==> src/rtl/hcc_pkg.sv <==
`timescale 1ns / 1ps

package hcc_pkg;

  localparam int unsigned TargetW = 64;

  localparam logic [7:0] ChEq    = 8'h3D;  // '='
  localparam logic [7:0] ChLt    = 8'h3C;  // '<'
  localparam logic [7:0] ChGt    = 8'h3E;  // '>'
  localparam logic [7:0] ChSpace = 8'h20;  // ' '
  localparam logic [7:0] ChZero  = 8'h30;  // '0'
  localparam logic [7:0] ChNine  = 8'h39;  // '9'

  typedef enum logic [2:0] {
    PH_EXPECT_OP  = 3'd0,
    PH_AFTER_GT   = 3'd1,
    PH_AFTER_LT   = 3'd2,
    PH_AFTER_EQ   = 3'd3,
    PH_EXPECT_NUM = 3'd4,
    PH_DIGITS     = 3'd5,
    PH_FINISHED   = 3'd6
  } phase_e;

  typedef enum logic [2:0] {
    CMP_EQ = 3'd0,
    CMP_GT = 3'd1,
    CMP_GE = 3'd2,
    CMP_LT = 3'd3,
    CMP_LE = 3'd4
  } cmp_e;

  typedef struct packed {
    phase_e               phase;
    cmp_e                 kind;
    logic [TargetW-1:0]   target;
    logic                 err;
  } parse_state_t;

  localparam parse_state_t ParseReset = '{
    phase:  PH_EXPECT_OP,
    kind:   CMP_EQ,
    target: '0,
    err:    1'b0
  };

endpackage

==> src/rtl/hcc_if.sv <==
`timescale 1ns / 1ps

// character request channel
interface hcc_req_if;
  logic        valid;
  logic        ready;
  logic [7:0]  char_code;
  logic        last_char;
  logic [31:0] hit_count;

  modport source (output valid, char_code, last_char, hit_count, input ready);
  modport sink   (input valid, char_code, last_char, hit_count, output ready);
endinterface

// result channel
interface hcc_rsp_if;
  logic valid;
  logic ready;
  logic condition_met;
  logic malformed;

  modport source (output valid, condition_met, malformed, input ready);
  modport sink   (input valid, condition_met, malformed, output ready);
endinterface

==> src/rtl/hcc_parser.sv <==
`timescale 1ns / 1ps

module hcc_parser (
  input  hcc_pkg::parse_state_t state_i,
  input  logic [7:0]            char_i,
  output hcc_pkg::parse_state_t state_o
);
  import hcc_pkg::*;

  logic               is_digit;
  logic               is_space;
  logic [3:0]         digit_val;
  logic [TargetW-1:0] target_x10;
  logic               ok;
  parse_state_t       nxt;

  assign is_digit   = (char_i >= ChZero) && (char_i <= ChNine);
  assign is_space   = (char_i == ChSpace);
  assign digit_val  = 4'(char_i - ChZero);
  // times ten by shift-add
  assign target_x10 = (state_i.target << 3) + (state_i.target << 1);

  always_comb begin
    nxt = state_i;
    ok  = 1'b0;
    unique case (state_i.phase)
      PH_EXPECT_OP: begin
        if (is_space) begin
          ok = 1'b1;
        end else if (char_i == ChEq) begin
          ok = 1'b1;
          nxt.phase = PH_AFTER_EQ;
        end else if (char_i == ChLt) begin
          ok = 1'b1;
          nxt.phase = PH_AFTER_LT;
        end else if (char_i == ChGt) begin
          ok = 1'b1;
          nxt.phase = PH_AFTER_GT;
        end
      end
      PH_AFTER_EQ: begin
        if (char_i == ChEq) begin
          ok = 1'b1;
          nxt.kind  = CMP_EQ;
          nxt.phase = PH_EXPECT_NUM;
        end
      end
      PH_AFTER_GT, PH_AFTER_LT: begin
        if (char_i == ChEq) begin
          ok = 1'b1;
          nxt.kind  = (state_i.phase == PH_AFTER_GT) ? CMP_GE : CMP_LE;
          nxt.phase = PH_EXPECT_NUM;
        end else if (is_digit) begin
          ok = 1'b1;
          nxt.kind   = (state_i.phase == PH_AFTER_GT) ? CMP_GT : CMP_LT;
          nxt.target = TargetW'(digit_val);
          nxt.phase  = PH_DIGITS;
        end else if (is_space) begin
          ok = 1'b1;
          nxt.kind  = (state_i.phase == PH_AFTER_GT) ? CMP_GT : CMP_LT;
          nxt.phase = PH_EXPECT_NUM;
        end
      end
      PH_EXPECT_NUM: begin
        if (is_space) begin
          ok = 1'b1;
        end else if (is_digit) begin
          ok = 1'b1;
          nxt.target = TargetW'(digit_val);
          nxt.phase  = PH_DIGITS;
        end
      end
      PH_DIGITS: begin
        if (is_digit) begin
          ok = 1'b1;
          nxt.target = target_x10 + TargetW'(digit_val);
        end else if (is_space) begin
          ok = 1'b1;
          nxt.phase = PH_FINISHED;
        end
      end
      PH_FINISHED: begin
        ok = is_space;
      end
      default: begin
        ok = 1'b0;
      end
    endcase

    // once malformed, later characters leave the state alone
    if (state_i.err) begin
      state_o = state_i;
    end else if (!ok) begin
      state_o     = state_i;
      state_o.err = 1'b1;
    end else begin
      state_o = nxt;
    end
  end

endmodule

==> src/rtl/hit_count_condition_check_core.sv <==
`timescale 1ns / 1ps
// a result is registered once its last character leaves the input register
// (the parse step runs while the character sits in the input register)
// throughput: one character per cycle unless stalled, set by the single parse
// step per character; a waiting result does not block input: the next text
// streams in until the next last character finds the result register still full
// reset: rst_ni low clears parse state and all valid flags asynchronously
module hit_count_condition_check_core #(
  parameter int unsigned COUNT_BITS = 32
) (
  input  logic  clk_i,
  input  logic  rst_ni,
  hcc_req_if.sink   req_i,
  hcc_rsp_if.source rsp_o
);
  import hcc_pkg::*;

  // hit count bits that can matter: the port carries 32
  localparam int unsigned CntW = (COUNT_BITS < 32) ? COUNT_BITS : 32;

  // input register
  logic            s1_valid_q, s1_valid_d;
  logic [7:0]      s1_char_q;
  logic            s1_last_q;
  logic [CntW-1:0] s1_count_q;

  // parse state
  parse_state_t state_q, state_d;
  parse_state_t state_step;

  // result register
  logic out_valid_q, out_valid_d;
  logic out_met_q, out_met_d;
  logic out_bad_q, out_bad_d;

  logic               advance;
  logic               req_take;
  logic [TargetW-1:0] count_ext;
  logic               cmp_hit;

  // the input register drains unless it holds a last character and the
  // result register is full and stalled
  assign advance  = s1_valid_q && (!s1_last_q || !out_valid_q || rsp_o.ready);
  assign req_i.ready = !s1_valid_q || advance;
  assign req_take = req_i.valid && req_i.ready;

  hcc_parser u_parser (
    .state_i (state_q),
    .char_i  (s1_char_q),
    .state_o (state_step)
  );

  assign count_ext = TargetW'(s1_count_q);

  // compare against the target as it stands after this character
  always_comb begin
    unique case (state_step.kind)
      CMP_GT:  cmp_hit = count_ext >  state_step.target;
      CMP_GE:  cmp_hit = count_ext >= state_step.target;
      CMP_LT:  cmp_hit = count_ext <  state_step.target;
      CMP_LE:  cmp_hit = count_ext <= state_step.target;
      default: cmp_hit = count_ext == state_step.target;
    endcase
  end

  always_comb begin
    s1_valid_d  = s1_valid_q;
    state_d     = state_q;
    out_valid_d = out_valid_q;
    out_met_d   = out_met_q;
    out_bad_d   = out_bad_q;

    if (rsp_o.ready) begin
      out_valid_d = 1'b0;
    end
    if (advance) begin
      s1_valid_d = 1'b0;
      if (s1_last_q) begin
        // end of text: publish result and start over
        out_valid_d = 1'b1;
        out_met_d   = cmp_hit && !state_step.err;
        out_bad_d   = state_step.err;
        state_d     = ParseReset;
      end else begin
        state_d = state_step;
      end
    end
    if (req_take) begin
      s1_valid_d = 1'b1;
    end
  end

  always_ff @(posedge clk_i or negedge rst_ni) begin
    if (!rst_ni) begin
      s1_valid_q  <= 1'b0;
      out_valid_q <= 1'b0;
      state_q     <= ParseReset;
    end else begin
      s1_valid_q  <= s1_valid_d;
      out_valid_q <= out_valid_d;
      state_q     <= state_d;
    end
  end

  // payload registers
  always_ff @(posedge clk_i) begin
    if (req_take) begin
      s1_char_q  <= req_i.char_code;
      s1_last_q  <= req_i.last_char;
      s1_count_q <= req_i.hit_count[CntW-1:0];
    end
    out_met_q <= out_met_d;
    out_bad_q <= out_bad_d;
  end

  assign rsp_o.valid         = out_valid_q;
  assign rsp_o.condition_met = out_met_q;
  assign rsp_o.malformed     = out_bad_q;

`ifndef SYNTHESIS
  // a malformed text never reports a met condition
  a_met_excl_bad: assert property (@(posedge clk_i) disable iff (!rst_ni)
    rsp_o.valid |-> !(rsp_o.condition_met && rsp_o.malformed))
    else $error("condition_met together with malformed");

  // parse state is back at reset after each finished text
  a_clear_after_last: assert property (@(posedge clk_i) disable iff (!rst_ni)
    (advance && s1_last_q) |=> (state_q.phase == PH_EXPECT_OP && state_q.kind == CMP_EQ
                                && state_q.target == '0 && !state_q.err))
    else $error("parse state not cleared after last character");

  // the input register only holds when a last character meets a stalled result
  a_hold_reason: assert property (@(posedge clk_i) disable iff (!rst_ni)
    (s1_valid_q && !advance) |-> (s1_last_q && out_valid_q && !rsp_o.ready))
    else $error("input register stalled without cause");

  // the error flag stays set until the text ends
  a_err_sticky: assert property (@(posedge clk_i) disable iff (!rst_ni)
    (state_q.err && !(advance && s1_last_q)) |=> state_q.err)
    else $error("error flag dropped mid text");
`endif

endmodule
==> src/flat_wrapper.sv <==
// flat-port wrapper written by rule: the top's interface ports become plain ports
module hit_count_condition_check_core_flat import hcc_pkg::*;
#(
  parameter int unsigned COUNT_BITS = 32
)
  (clk_i, rst_ni, req_i_valid, req_i_char_code, req_i_last_char, req_i_hit_count, req_i_ready, rsp_o_valid, rsp_o_condition_met, rsp_o_malformed, rsp_o_ready);
  hcc_req_if req_i_i ();
  hcc_rsp_if rsp_o_i ();
  input  logic clk_i;
  input  logic rst_ni;
  input wire logic [$bits(req_i_i.valid)-1:0] req_i_valid;
  input wire logic [$bits(req_i_i.char_code)-1:0] req_i_char_code;
  input wire logic [$bits(req_i_i.last_char)-1:0] req_i_last_char;
  input wire logic [$bits(req_i_i.hit_count)-1:0] req_i_hit_count;
  output wire logic [$bits(req_i_i.ready)-1:0] req_i_ready;
  output wire logic [$bits(rsp_o_i.valid)-1:0] rsp_o_valid;
  output wire logic [$bits(rsp_o_i.condition_met)-1:0] rsp_o_condition_met;
  output wire logic [$bits(rsp_o_i.malformed)-1:0] rsp_o_malformed;
  input wire logic [$bits(rsp_o_i.ready)-1:0] rsp_o_ready;
  assign req_i_i.valid = req_i_valid;
  assign req_i_i.char_code = req_i_char_code;
  assign req_i_i.last_char = req_i_last_char;
  assign req_i_i.hit_count = req_i_hit_count;
  assign req_i_ready = req_i_i.ready;
  assign rsp_o_valid = rsp_o_i.valid;
  assign rsp_o_condition_met = rsp_o_i.condition_met;
  assign rsp_o_malformed = rsp_o_i.malformed;
  assign rsp_o_i.ready = rsp_o_ready;
  hit_count_condition_check_core #(.COUNT_BITS(COUNT_BITS)) u_core (.clk_i(clk_i), .rst_ni(rst_ni), .req_i(req_i_i), .rsp_o(rsp_o_i));
endmodule
==> config.mk <==
export PLATFORM = sky130hd
export DESIGN_NAME = hit_count_condition_check_core_flat
export DESIGN_NICKNAME = d
export VERILOG_FILES = /design/src/rtl/hcc_pkg.sv /design/src/rtl/hcc_if.sv /design/src/rtl/hcc_parser.sv /design/src/rtl/hit_count_condition_check_core.sv /design/src/flat_wrapper.sv
export SDC_FILE = /design/constraint.sdc
export NUM_CORES = 1
export LEC_CHECK = 0
export ABC_AREA = 0
export BUFFER_PORTS_ARGS = -buffer_cell sky130_fd_sc_hd__buf_2
export CELL_PAD_IN_SITES_DETAIL_PLACEMENT = 1
export CELL_PAD_IN_SITES_GLOBAL_PLACEMENT = 2
export CORE_MARGIN = 4
export CORE_UTILIZATION = 35
export CTS_CLUSTER_SIZE = 16
export DETAILED_ROUTE_END_ITERATION = 6
export GPL_TIMING_DRIVEN = 0
export HOLD_SLACK_MARGIN = 0.1
export PLACE_DENSITY = 0.73
export SETUP_SLACK_MARGIN = 0.1
export SYNTH_ARGS = -nofsm -noshare
export SYNTH_HDL_FRONTEND = slang
export SYNTH_SLANG_ARGS = --single-unit
==> constraint.sdc <==
create_clock -name clk_i -period 4.5 [get_ports clk_i]
set_input_delay 1.125 -clock clk_i [delete_from_list [all_inputs] [get_ports clk_i]]
set_output_delay 1.125 -clock clk_i [all_outputs]
set_load 0.02 [all_outputs]
# == Yosys cells after proc, flatten, opt, wreduce, memory -nomap -nowiden ==
# Index checks and enable logic that the tools add are counted.
# totals
register_bits,116
inputBits,45
out_inout_bits,4
word_cells,103
# classes
addsub,3
n_lt_le_gt_ge,6
n_eq_ne,24
mux,41
reduce_logical,18
# ops
operator,n
64-bit 2-to-1 mux,4
71-bit 2-to-1 mux,3
64-bit one-hot mux with 3 select lines,1
64-bit by 4-bit adder with 64-bit output,1
64-bit adder,1
32-bit by 64-bit == test with 1-bit output,1
32-bit by 64-bit greater-or-equal comparator with 1-bit output,1
32-bit by 64-bit greater-than comparator with 1-bit output,1
32-bit by 64-bit <= comparator with 1-bit output,1
32-bit by 64-bit < comparator with 1-bit output,1
8-bit by 6-bit == test with 1-bit output (second input constant),4
3-bit 2-to-1 mux,9
6-bit 2-to-1 mux,4
3-bit by 2-bit inequality test with 1-bit output (second input constant),6
1-bit 2-to-1 mux,15
3-bit one-hot mux with 5 select lines,1
3-bit by 2-bit == test with 1-bit output (second input constant),4
3-bit == test (second input constant),4
12-bit AND reduction,1
5-bit by 4-bit inequality test with 1-bit output (second input constant),2
8-bit by 6-bit greater-or-equal comparator with 1-bit output (second input constant),1
8-bit by 6-bit <= comparator with 1-bit output (second input constant),1
3-bit by 1-bit == test with 1-bit output (second input constant),2
1-bit one-hot mux with 6 select lines,1
13 further kinds,22

# == Longest topological paths before layout ==
# Gate-level depths: netlist (run 1).
# depth
depth_word,11
depth_mapped,24
depth_no_buf,24

# == Hierarchy ==
# Synthesis (run 1) repeated with hierarchy kept, for this count alone.
# hier_totals
cells_unflattened,1184
hier_area_um2,10410.0
# modules_own_cells
module,n_inst,cells_each,area_per_inst_um2,seq_area_each_um2
hcc_parser,1,833,5579.1,0.0
hit_count_condition_check_core,1,351,4830.9,3118.0

# == Worst setup path before layout (run 1) ==
# OpenSTA, ideal clock, no wires.
# synth_path
path_kind,reg-to-reg
start,register u_core.state_q[1] (netlist bit)
end,"register u_core.out_met_q, in the netlist u_core.rsp_o.condition_met (data pin)"
setup_ps,170
arrival_ps,4713
required_ps,4330
path_slack_ps,-382
stages_incl_launch_ff,21
path_buffers,0
synth_period_minus_slack_ps,4882
path_cell_list,dfrtp_1 -> inv_1 -> fa_1 -> inv_1 -> fa_1 -> a211oi_1 -> o21ai_0 -> a21oi_1 -> a21oi_1 -> a211oi_1 -> xnor2_1 -> a22oi_1 -> ha_1 -> nand4_1 -> nor4_1 -> nand2_1 -> or4_1 -> nand2_1 -> o22ai_1 -> and3_1 -> nor4_2
# synth_between
elab_chain_len,9
elab_cells_between_ends,16
classes_between,2 x add/sub; 4 x order compare; 1 x eq/ne; 8 x mux; 1 x reduce/logical
# synth_lines
element,line_no,source
from (decl),hit_count_condition_check_core.sv:28,"parse_state_t state_q, state_d;"
from (signal assigned),hit_count_condition_check_core.sv:97,state_q <= ParseReset;
from (signal assigned),hit_count_condition_check_core.sv:101,state_q <= state_d;
64-bit adder,hcc_parser.sv:21,assign target_x10 = (state_i.target << 3) + (state_i.target << 1);
64-bit by 4-bit adder with 64-bit output,hcc_parser.sv:76,nxt.target = target_x10 + TargetW'(digit_val);
64-bit 2-to-1 mux,hcc_parser.sv:74,if (is_digit) begin
64-bit one-hot mux with 3 select lines,hcc_parser.sv:26,unique case (state_i.phase)
71-bit 2-to-1 mux,hcc_parser.sv:93,end else if (!ok) begin
71-bit 2-to-1 mux *,hcc_parser.sv:91,if (state_i.err) begin
"32-bit by 64-bit <= comparator with 1-bit output, or another cell as far along",hit_count_condition_check_core.sv:61,CMP_LE: cmp_hit = count_ext <= state_step.target;
1-bit one-hot mux with 4 select lines *,hit_count_condition_check_core.sv:57,unique case (state_step.kind)
1-bit logical AND *,hit_count_condition_check_core.sv:81,out_met_d = cmp_hit && !state_step.err;
to (signal assigned),hit_count_condition_check_core.sv:112,out_met_q <= out_met_d;
to (decl),hit_count_condition_check_core.sv:33,"logic out_met_q, out_met_d;"
# Mark *: on every way between the ends. The rest lies on a longest branch, timed or not. The select of a mux whose other input is x is not followed.
# A chain may end at the register's enable or synchronous reset.

# == Worst setup path in the final report (run 1) ==
# layout_path
start,register u_core.s1_char_q[3]
end,"register u_core.out_met_q, in the netlist u_core.rsp_o.condition_met (data pin)"
# layout_between
elab_chain_len,11
elab_cells_between_ends,44
classes_between,2 x add/sub; 6 x order compare; 9 x eq/ne; 24 x mux; 3 x reduce/logical
# layout_lines
element,line_no,source
from (decl),hit_count_condition_check_core.sv:23,logic [7:0] s1_char_q;
from (signal assigned),hit_count_condition_check_core.sv:108,s1_char_q <= req_i.char_code;
branches (longest 6 deep; another with 64-bit by 4-bit adder with 64-bit output),--,
71-bit 2-to-1 mux *,hcc_parser.sv:93,
71-bit 2-to-1 mux *,hcc_parser.sv:91,
"32-bit by 64-bit <= comparator with 1-bit output, or another cell as far along",hit_count_condition_check_core.sv:61,
1-bit one-hot mux with 4 select lines,hit_count_condition_check_core.sv:57,
1-bit logical AND *,hit_count_condition_check_core.sv:81,
# Mark *: on every way between the ends. The select of a mux whose other input is x is not followed.

==> results of run 1 <==
[layer usage]
layer / up-vias / global-route usage, % / wire length (um)
li1: 5066 / - / -
met1: 5248 / 35.23 / 19840
met2: 209 / 37.37 / 18060
met3: 29 / 3.039 / 1628
met4: 0 / 4.999 / 512
met5: - / 0 / 0
[state kept, by name, indices dropped and copies added (netlist names)]
signal / cells
u_core.rsp_o.condition_met: 1
u_core.rsp_o.malformed: 1
u_core.rsp_o.valid: 1
u_core.s1_char_q: 8
u_core.s1_count_q: 32
u_core.s1_last_q: 1
u_core.s1_valid_q: 1
u_core.state_q: 71
[final timing paths]
check                           slack (ns)                                    to                      startpoint  cells past startpoint
worst max register to register       -0.65  u_core.rsp_o.condition_met$_DFFE_PP_   u_core.s1_char_q[3]$_DFFE_PP_                     21
worst min register to register        0.49        u_core.state_q[66]$_DFFE_PN0P_  u_core.state_q[66]$_DFFE_PN0P_                      2
max in group asynchronous             3.27        u_core.state_q[10]$_DFFE_PN0P_                          rst_ni                      2
min in group asynchronous             0.60        u_core.state_q[50]$_DFFE_PN0P_                          rst_ni                      1
worst min-delay path                  0.49        u_core.state_q[66]$_DFFE_PN0P_  u_core.state_q[66]$_DFFE_PN0P_                      2
worst max-delay path                 -0.65  u_core.rsp_o.condition_met$_DFFE_PP_   u_core.s1_char_q[3]$_DFFE_PP_                     21
[area by class of cell]
cell class | instances | area, um2
Antenna cell | 1 | 2.502
Buffer | 61 | 280.3
Clock buffer | 24 | 483.0
Clock inverter | 8 | 53.80
Fill cell | 3626 | 17840
Inverter | 25 | 93.84
Multi-Input combinational cell | 1082 | 7737
Sequential cell | 116 | 3118
Tap cell | 396 | 495.5
Timing Repair Buffer | 74 | 483.0
[power by group through the flow]
stage / combinational, mW / sequential (mW) / clock, mW
finish: 0.769 / 1.26 / 1.26
global route: 0.857 / 1.27 / 1.34
floorplan: 0.489 / 1.24 / 0
detailed placement: 0.744 / 1.28 / 0
global placement: 0.728 / 1.28 / 0
CTS: 0.759 / 1.26 / 1.29
[placed cells by master (no fill, tap or decap), types with 7 or more instances in the layout]
cell type	count
nand4_1	39
a22oi_1	38
o211ai_1	12
nor4_1	15
buf_2	52
nor3_1	17
a22o_1	7
a21oi_2	10
xor2_1	24
nor2b_1	8
inv_1	20
o21ai_0	127
a211oi_1	11
ha_2	9
o22ai_1	8
nor2_1	77
clkbuf_1	52
o31ai_1	7
a21o_1	25
edfxtp_1	43
nand2b_1	11
nand2_1	164
o21bai_1	7
a21oi_1	105
nand3_1	13
o21ai_1	13
dfrtp_1	73
or3_1	8
clkbuf_16	18
ha_1	141
xnor2_1	33
buf_4	24
a32oi_1	9
[worst register-to-register path, stage by stage, from the launching register on]
cell and delay, ns:
edfxtp_1 0.37, inv_2 0.05, fa_1 0.54, inv_2 0.06, ha_4 0.22, a211oi_4 0.28, o21ai_2 0.10, a22oi_2 0.30
nor4b_4 0.31, o21bai_4 0.12, xnor2_1 0.13, nor2_1 0.15, a21oi_2 0.09, ha_4 0.32, nand4_1 0.21, nor4_4 0.43
nand2_2 0.15, or4_4 0.55, nand2_2 0.08, o22ai_1 0.05, and3_1 0.18, nor4_2 0.27
[timing repair]
| item | CTS | global route |
|---|---|---|
| pin swaps | 24 | 18 |
| gates resized for setup | 53 | 26 |
| buffers inserted | 18 | 6 |
| setup endpoints to repair | 1 | 3 |
[kinds of logic (layout without fill, tap and decap cells)]
family | Yosys count | count (layout) | share of synthesized area [%]
AO/OA/AOI/OAI | 453 | 453 | 26.41
AND/OR/NAND/NOR | 409 | 409 | 18.32
adder cells (fa/ha/maj) | 156 | 156 | 18.09
flip-flops | 116 | 116 | 28.67
buffers and inverters | 90 | 192 | 3.268
XOR/XNOR | 57 | 57 | 4.591
multiplexers | 7 | 7 | 0.6559
other | 0 | 1 | 0
[stage by stage]
stage	power (mW)	cell area, um2	cells	utilization, %
after floorplan	1.726	10930	1288	-
after global placement	2.004	11660	1732	38.13
after detailed placement	2.022	11710	1734	38.29
after CTS	3.310	12580	1781	41.12
after global routing	3.466	12740	1786	41.66
final	3.296	12750	1787	41.67
==> results by group, run 1 <==
Run status
  – Status: finished with violations
  – Failing checks: negative setup slack

Final layout
  – Syn-to-layout area delta: 17.22%
  – Layout cells sized above 1: between 10% and 20%
  – Nets: roughly 1600

Worst setup path
  – Critical Path Source Type: flip-flop
  – Worst Path Max Fanout: 4
  – Buffer and inverter count on the worst path: 2
  – WS Path Type: flip-flop to flip-flop
  – CP max-delay cell: or4_4
  – Critical path's top delay family: simple AND/OR/NAND/NOR gates
  – WP data required: 4.74 ns
  – Critical Path AT: between 5 and 6 ns
  – Sequence of cells on the critical path: inv_2 > fa_1 > inv_2 > ha_4 > a211oi_4 > o21ai_2 > a22oi_2 > nor4b_4 > o21bai_4 > xnor2_1 > nor2_1 > a21oi_2 > ha_4 > nand4_1 > nor4_4 > nand2_2 > or4_4 > nand2_2 > o22ai_1 > and3_1 > nor4_2
  – Crit. End Element: flip-flop
  – Max stage delay on crit path: about 0.55 ns

Routing
  – Post-route ant nets: 0
  – DR iter-0 viols: roughly 650
  – DR WL/cell: approximately 22 um
  – Vias per cell: slightly below 6
  – # DRC: 0
  – Drt total wl: 40.04 mm
  – Via count: 10550
  – Drt first pass iters: 5

Pwr
  – Peak VDD IR: between 150 and 200 uV
  – Reg power frac: 38.3%
  – Leakage power: ~5.5 nW
  – Clock share of power: roughly two fifths
  – Switching Fraction: between 30% and 40%
  – Power density over the cells: about 260 nW/um2
  – Pint: between 2 and 2.5 mW
  – Switching pwr: between 1 and 1.5 mW
  – Combinational fraction of design power: between 20% and 30%

Global route
  – First-pass GRT wire length: about 63 mm
  – Largest net degree at the start of global routing: 53
  – Gr usage total: about a quarter
  – Antenna violations before repair: 0
  – Vias in the first global route: about 11000
  – Total grt overflow: 0

Logic synthesis
  – Mean post-synth cell area: ~8.4 um2
  – Top cell type by total area after synthesis: ha_1
  – Top-count cell post-synth: nand2_1
  – Yosys cell types: between 80 and 90
  – EDFF count, synth: 43
  – Top cells by count, synth: 167 x nand2_1, 154 x ha_1, 134 x o21ai_0, 113 x a21oi_1, 77 x nor2_1
  – Syn. warnings: 0
  – Register area share after synthesis: between 20% and 30%
  – Largest cells by area after synthesis: ha_1 18%, dfrtp_1 17%, edfxtp_1 12%, o21ai_0 6.2%, nand2_1 5.8%
  – Asr flop ratio synth: ~63%
  – Post-Syn Area: roughly 11000 um2
  – Ys flop type: dfrtp_1
  – Seq cells post-synth: between 100 and 150
  – Synth top area share: 17.72%
  – Synthesized instance count: about 1300
  – Post-Syn Nets: between 1000 and 1500

Timing
  – Peak Freq: between 150 and 200 MHz
  – Final min period: roughly 5.2 ns
  – Setup violators final: 1
  – Final worst path period share: 114.5%
  – Final setup skew: 0.01226 ns
  – Fin. max-slew vios: 0
  – TNS Setup: -0.6516 ns
  – PnR worst setup slack: -0.6516 ns
  – Rel. slew slack: between 20% and 30%
  – Slew @ Worst Pin: around 1.1 ns
  – Worst hold margin: around 0.49 ns
  – Unrepaired setup endpoints after global routing: true
  – Hold Fails Final Rpt: 0

Placement
  – Final Wtd Congestion: between 0.9 and 1
  – DP Worst Slack: -2.039 ns
  – I/O Buffers: between 40 and 50
  – Dpl hpwl: 32.20 mm

Worst hold path
  – Worst Hold Class: flip-flop to flip-flop

Die
  – Die ar.: 33950 um2
  – Core Region: 30590 um2
  – Starting density of the core: 35.55%
  – IO Count: between 40 and 50
  – Die width: about 180 um
  – Die Height: roughly 180 um
  – Row Count: 64

Flow run
  – Max-Cap Viols: 0

Clock network
  – Clock-pin slew on the worst setup and hold paths: approximately 0.05 ns
  – CTS max path bufs: 2
  – CTS tree: yes
  – Hold-fix buffers, CTS: 0
  – Root buffer cell: clkbuf_16
  – Worst skew pair latency: around 0.43 ns
  – Clk sink count: 116
  – CTS H-Tree Depth: 4
  – CTS Buf Count: 17
No activity file was read; power rests on OpenSTA's default activity.
==> run 2: changes to the inputs <==
--- a/config.mk
+++ b/config.mk
@@ -7,15 +7,13 @@
 export LEC_CHECK = 0
 export ABC_AREA = 0
 export BUFFER_PORTS_ARGS = -buffer_cell sky130_fd_sc_hd__buf_2
-export CELL_PAD_IN_SITES_DETAIL_PLACEMENT = 1
-export CELL_PAD_IN_SITES_GLOBAL_PLACEMENT = 2
 export CORE_MARGIN = 4
-export CORE_UTILIZATION = 35
+export CORE_UTILIZATION = 44
 export CTS_CLUSTER_SIZE = 16
 export DETAILED_ROUTE_END_ITERATION = 6
 export GPL_TIMING_DRIVEN = 0
 export HOLD_SLACK_MARGIN = 0.1
-export PLACE_DENSITY = 0.73
+export PLACE_DENSITY = 0.59
 export SETUP_SLACK_MARGIN = 0.1
 export SYNTH_ARGS = -nofsm -noshare
 export SYNTH_HDL_FRONTEND = slang
==> results by group, run 2 (synthesis results as in run 1) <==
Worst setup path
  – WP data required: 4.74 ns (about the same)
  – Critical Path Source Type: flip-flop (unchanged)
  – Sequence of cells on the critical path: inv_2 > fa_1 > inv_2 > fa_2 > a211oi_4 > o21ai_2 > a21oi_1 > a21oi_1 > a211oi_2 > buf_4 > xnor2_1 > a22oi_2 > ha_1 > nand4_1 > nor4_4 > nand2_2 > or4_4 > nand2_2 > o22ai_2 > and3_4 > nor4_4 (was inv_2 > fa_1 > inv_2 > ha_4 > a211oi_4 > o21ai_2 > a22oi_2 > nor4b_4 > o21bai_4 > xnor2_1 > nor2_1 > a21oi_2 > ha_4 > nand4_1 > nor4_4 > nand2_2 > or4_4 > nand2_2 > o22ai_1 > and3_1 > nor4_2)
  – Critical Path AT: 5.29 ns (was 5.39 ns)
  – Buffer and inverter count on the worst path: 3 (was 2)
  – Max stage delay on crit path: 0.55 ns (about the same)
  – Crit. End Element: flip-flop (unchanged)
  – CP max-delay cell: or4_4 (unchanged)
  – WS Path Type: flip-flop to flip-flop (unchanged)
  – Critical path's top delay family: simple AND/OR/NAND/NOR gates (unchanged)
  – Worst Path Max Fanout: 4 (unchanged)

Die
  – Starting density of the core: 44.71% (was 35.55%)
  – Die width: 165.2 um (was 184.3 um)
  – Row Count: 57 (was 64)
  – Die ar.: 27290 um2 (was 33950 um2)
  – IO Count: 49 (unchanged)
  – Core Region: 24320 um2 (was 30590 um2)
  – Die Height: 165.2 um (was 184.3 um)

Clock network
  – Clk sink count: 116 (unchanged)
  – Root buffer cell: clkbuf_16 (unchanged)
  – Worst skew pair latency: 0.43 ns (about the same)
  – CTS tree: yes (unchanged)
  – CTS H-Tree Depth: 4 (unchanged)
  – Clock-pin slew on the worst setup and hold paths: 0.06 ns (was 0.05 ns)
  – CTS max path bufs: 2 (unchanged)
  – CTS Buf Count: 17 (unchanged)

Final layout
  – Area of the multi-input gates: 7714 um2 (was 7737 um2)
  – Final Non-Filler Cells: 1712 (was 1787)
  – Max FFs per register: 71 (unchanged)
  – Commonest cells after routing, fill and taps aside: 163 x nand2_1, 144 x ha_1, 127 x o21ai_0 (was 164 x nand2_1, 141 x ha_1, 127 x o21ai_0)
  – ANT cells: 0 (was 1)
  – Post-layout util: 52.15% (was 41.67%)
  – Nets: 1576 (was 1578)
  – Post-route cell area: 12680 um2 (was 12750 um2)
  – Largest registers: u_core.state_q: 71 flops, u_core.s1_count_q: 32 flops, u_core.s1_char_q: 8 flops (unchanged)
  – Sequential cell area: 3118 um2 (unchanged)
  – Layout cells sized above 1: 14.84% (was 14.60%)
  – Fill count: 2320 (was 3626)
  – Commonest non-fill, non-tap cell in the layout: nand2_1 (unchanged)
  – Largest Register: u_core.state_q (unchanged)
  – Syn-to-layout area delta: 16.64% (was 17.22%)

Global route
  – Gr usage total: 26.40% (was 23.82%)
  – Vias in the first global route: 10100 (was 10950)
  – Antenna violations before repair: 0 (unchanged)
  – Total grt overflow: 0 (unchanged)
  – Largest net degree at the start of global routing: 51 (was 53)
  – First-pass GRT wire length: 56.25 mm (was 63.07 mm)

Timing
  – Rel. slew slack: 32.57% (was 29.57%)
  – TNS Setup: -0.5453 ns (was -0.6516 ns)
  – PnR worst setup slack: -0.5453 ns (was -0.6516 ns)
  – Setup violators final: 1 (unchanged)
  – Hold Fails Final Rpt: 0 (unchanged)
  – Final min period: 5.045 ns (was 5.152 ns)
  – Final worst path period share: 112.1% (was 114.5%)
  – Fin. max-slew vios: 0 (unchanged)
  – Unrepaired setup endpoints after global routing: true (unchanged)
  – Slew @ Worst Pin: 1.008 ns (was 1.053 ns)
  – Final setup skew: 0.01391 ns (was 0.01226 ns)
  – Peak Freq: 198.2 MHz (was 194.1 MHz)

Pwr
  – Pint: 2.348 mW (was 2.179 mW)
  – Final Power: 3.468 mW (was 3.296 mW)
  – Leakage power: 5.554 nW (was 5.526 nW)
  – Switching pwr: 1.120 mW (was 1.117 mW)
  – Combinational fraction of design power: 21.2% (was 23.3%)
  – Power density over the cells: 273.4 nW/um2 (was 258.6 nW/um2)
  – Clock share of power: 42.5% (was 38.4%)
  – Switching Fraction: 32.29% (was 33.90%)
  – Peak VDD IR: 229.5 uV (was 187.0 uV)
  – Reg power frac: 36.3% (was 38.3%)

Placement
  – Placed cells: 1661 (was 1734)
  – Placed inst area: 11600 um2 (was 11710 um2)
  – Dpl hpwl: 27.75 mm (was 32.20 mm)
  – I/O Buffers: 48 (unchanged)
  – Final Wtd Congestion: 0.9343 (was 0.9069)

Routing
  – Post-route ant nets: 0 (unchanged)
  – Drt total wl: 35.45 mm (was 40.04 mm)
  – DR iter-0 viols: 783 (was 652)
  – Via count: 10440 (was 10550)
  – Drt first pass iters: 5 (unchanged)
  – Vias per cell: 6.095 (was 5.905)
  – DR WL/cell: 20.71 um (was 22.41 um)
  – # DRC: 0 (unchanged)

Flow run
  – Max-Cap Viols: 0 (unchanged)

Run status
  – Status: finished with violations (unchanged)
  – Failing checks: negative setup slack (unchanged)

Worst hold path
  – Worst Hold Class: flip-flop to flip-flop (unchanged)
-- run 2: cell types whose count changed in the layout (fill, tap and decap cells not counted), moves of 3 or more --
cell,before,now
ha_1,141,144
a22oi_2,4,8
bufinv_16,0,4
a21oi_1,105,111
clkbuf_1,52,42
a21oi_2,10,4
buf_4,24,29
a22oi_1,38,34
-- run 2: cell type report --
| class | instances | area share (%) |
|---|---|---|
| Sequential cell | 116 | 24.58 |
| Clock buffer | 18 | 3.384 |
| Buffer | 57 | 2.101 |
| Tap cell | 324 | 3.196 |
| Timing Repair Buffer | 76 | 3.729 |
| Clock inverter | 14 | 1.450 |
| Multi-Input combinational cell | 1082 | 60.82 |
| Inverter | 25 | 0.7399 |
-- run 2: timing repair --
item                                    in CTS  in global routing
pin swaps                                   23                 31
hold buffers                                 0                  0
setup buffers                               19                  8
resized for setup                           45                 36
endpoints found under the setup margin       1                  2
-- run 2: power by group through the flow --
stage | logic [mW] | registers (mW) | clock network, mW
final | 0.736 | 1.26 | 1.47
after global placement | 0.705 | 1.27 | 0
after CTS | 0.721 | 1.25 | 1.50
after floorplan | 0.489 | 1.24 | 0
after detailed placement | 0.706 | 1.27 | 0
after global routing | 0.823 | 1.26 | 1.55
-- run 2: stage by stage --
stage          hold slack [ns]  worst slack, ns
2_1_floorplan           0.4502           0.1110
3_3_place_gp            0.4763           -1.817
3_5_place_dp            0.4822           -1.801
4_1_cts                 0.4992          -0.6876
5_1_grt                 0.5123          -0.7780
6_report                0.5045          -0.5453
-- run 2: worst reg2reg max path, stage by stage (launching register included) --
cell and delay [ns]:
edfxtp_1 0.39, inv_2 0.05, fa_1 0.54, inv_2 0.06, fa_2 0.39, a211oi_4 0.31, o21ai_2 0.10, a21oi_1 0.15
a21oi_1 0.11, a211oi_2 0.20, buf_4 0.16, xnor2_1 0.14, a22oi_2 0.10, ha_1 0.33, nand4_1 0.22, nor4_4 0.32
nand2_2 0.14, or4_4 0.55, nand2_2 0.09, o22ai_2 0.06, and3_4 0.19, nor4_4 0.26
-- run 2: per-layer routing --
metal / wire (um) / GRT usage (%) / vias up / share of wire [%]
met5: 0 / 0 / - / 0
met4: 699 / 6.881 / 0 / 2.0
met3: 2288 / 5.237 / 58 / 6.5
met2: 15570 / 40.22 / 292 / 44
met1: 16890 / 38.27 / 5003 / 48
li1: - / - / 5082 / -
-- run 2: path summary, 6_finish.rpt --
path	from	endpoint	slack, ns	cells after the start
min reg2reg	u_core.state_q[66]$_DFFE_PN0P_	u_core.state_q[66]$_DFFE_PN0P_	0.50	2
min	u_core.state_q[66]$_DFFE_PN0P_	u_core.state_q[66]$_DFFE_PN0P_	0.50	2
max reg2reg	u_core.s1_char_q[3]$_DFFE_PP_	u_core.rsp_o.condition_met$_DFFE_PP_	-0.55	21
max in group asynchronous	rst_ni	u_core.state_q[5]$_DFFE_PN0P_	3.29	2
max	u_core.s1_char_q[3]$_DFFE_PP_	u_core.rsp_o.condition_met$_DFFE_PP_	-0.55	21
min in group asynchronous	rst_ni	u_core.state_q[32]$_DFFE_PN0P_	0.61	1
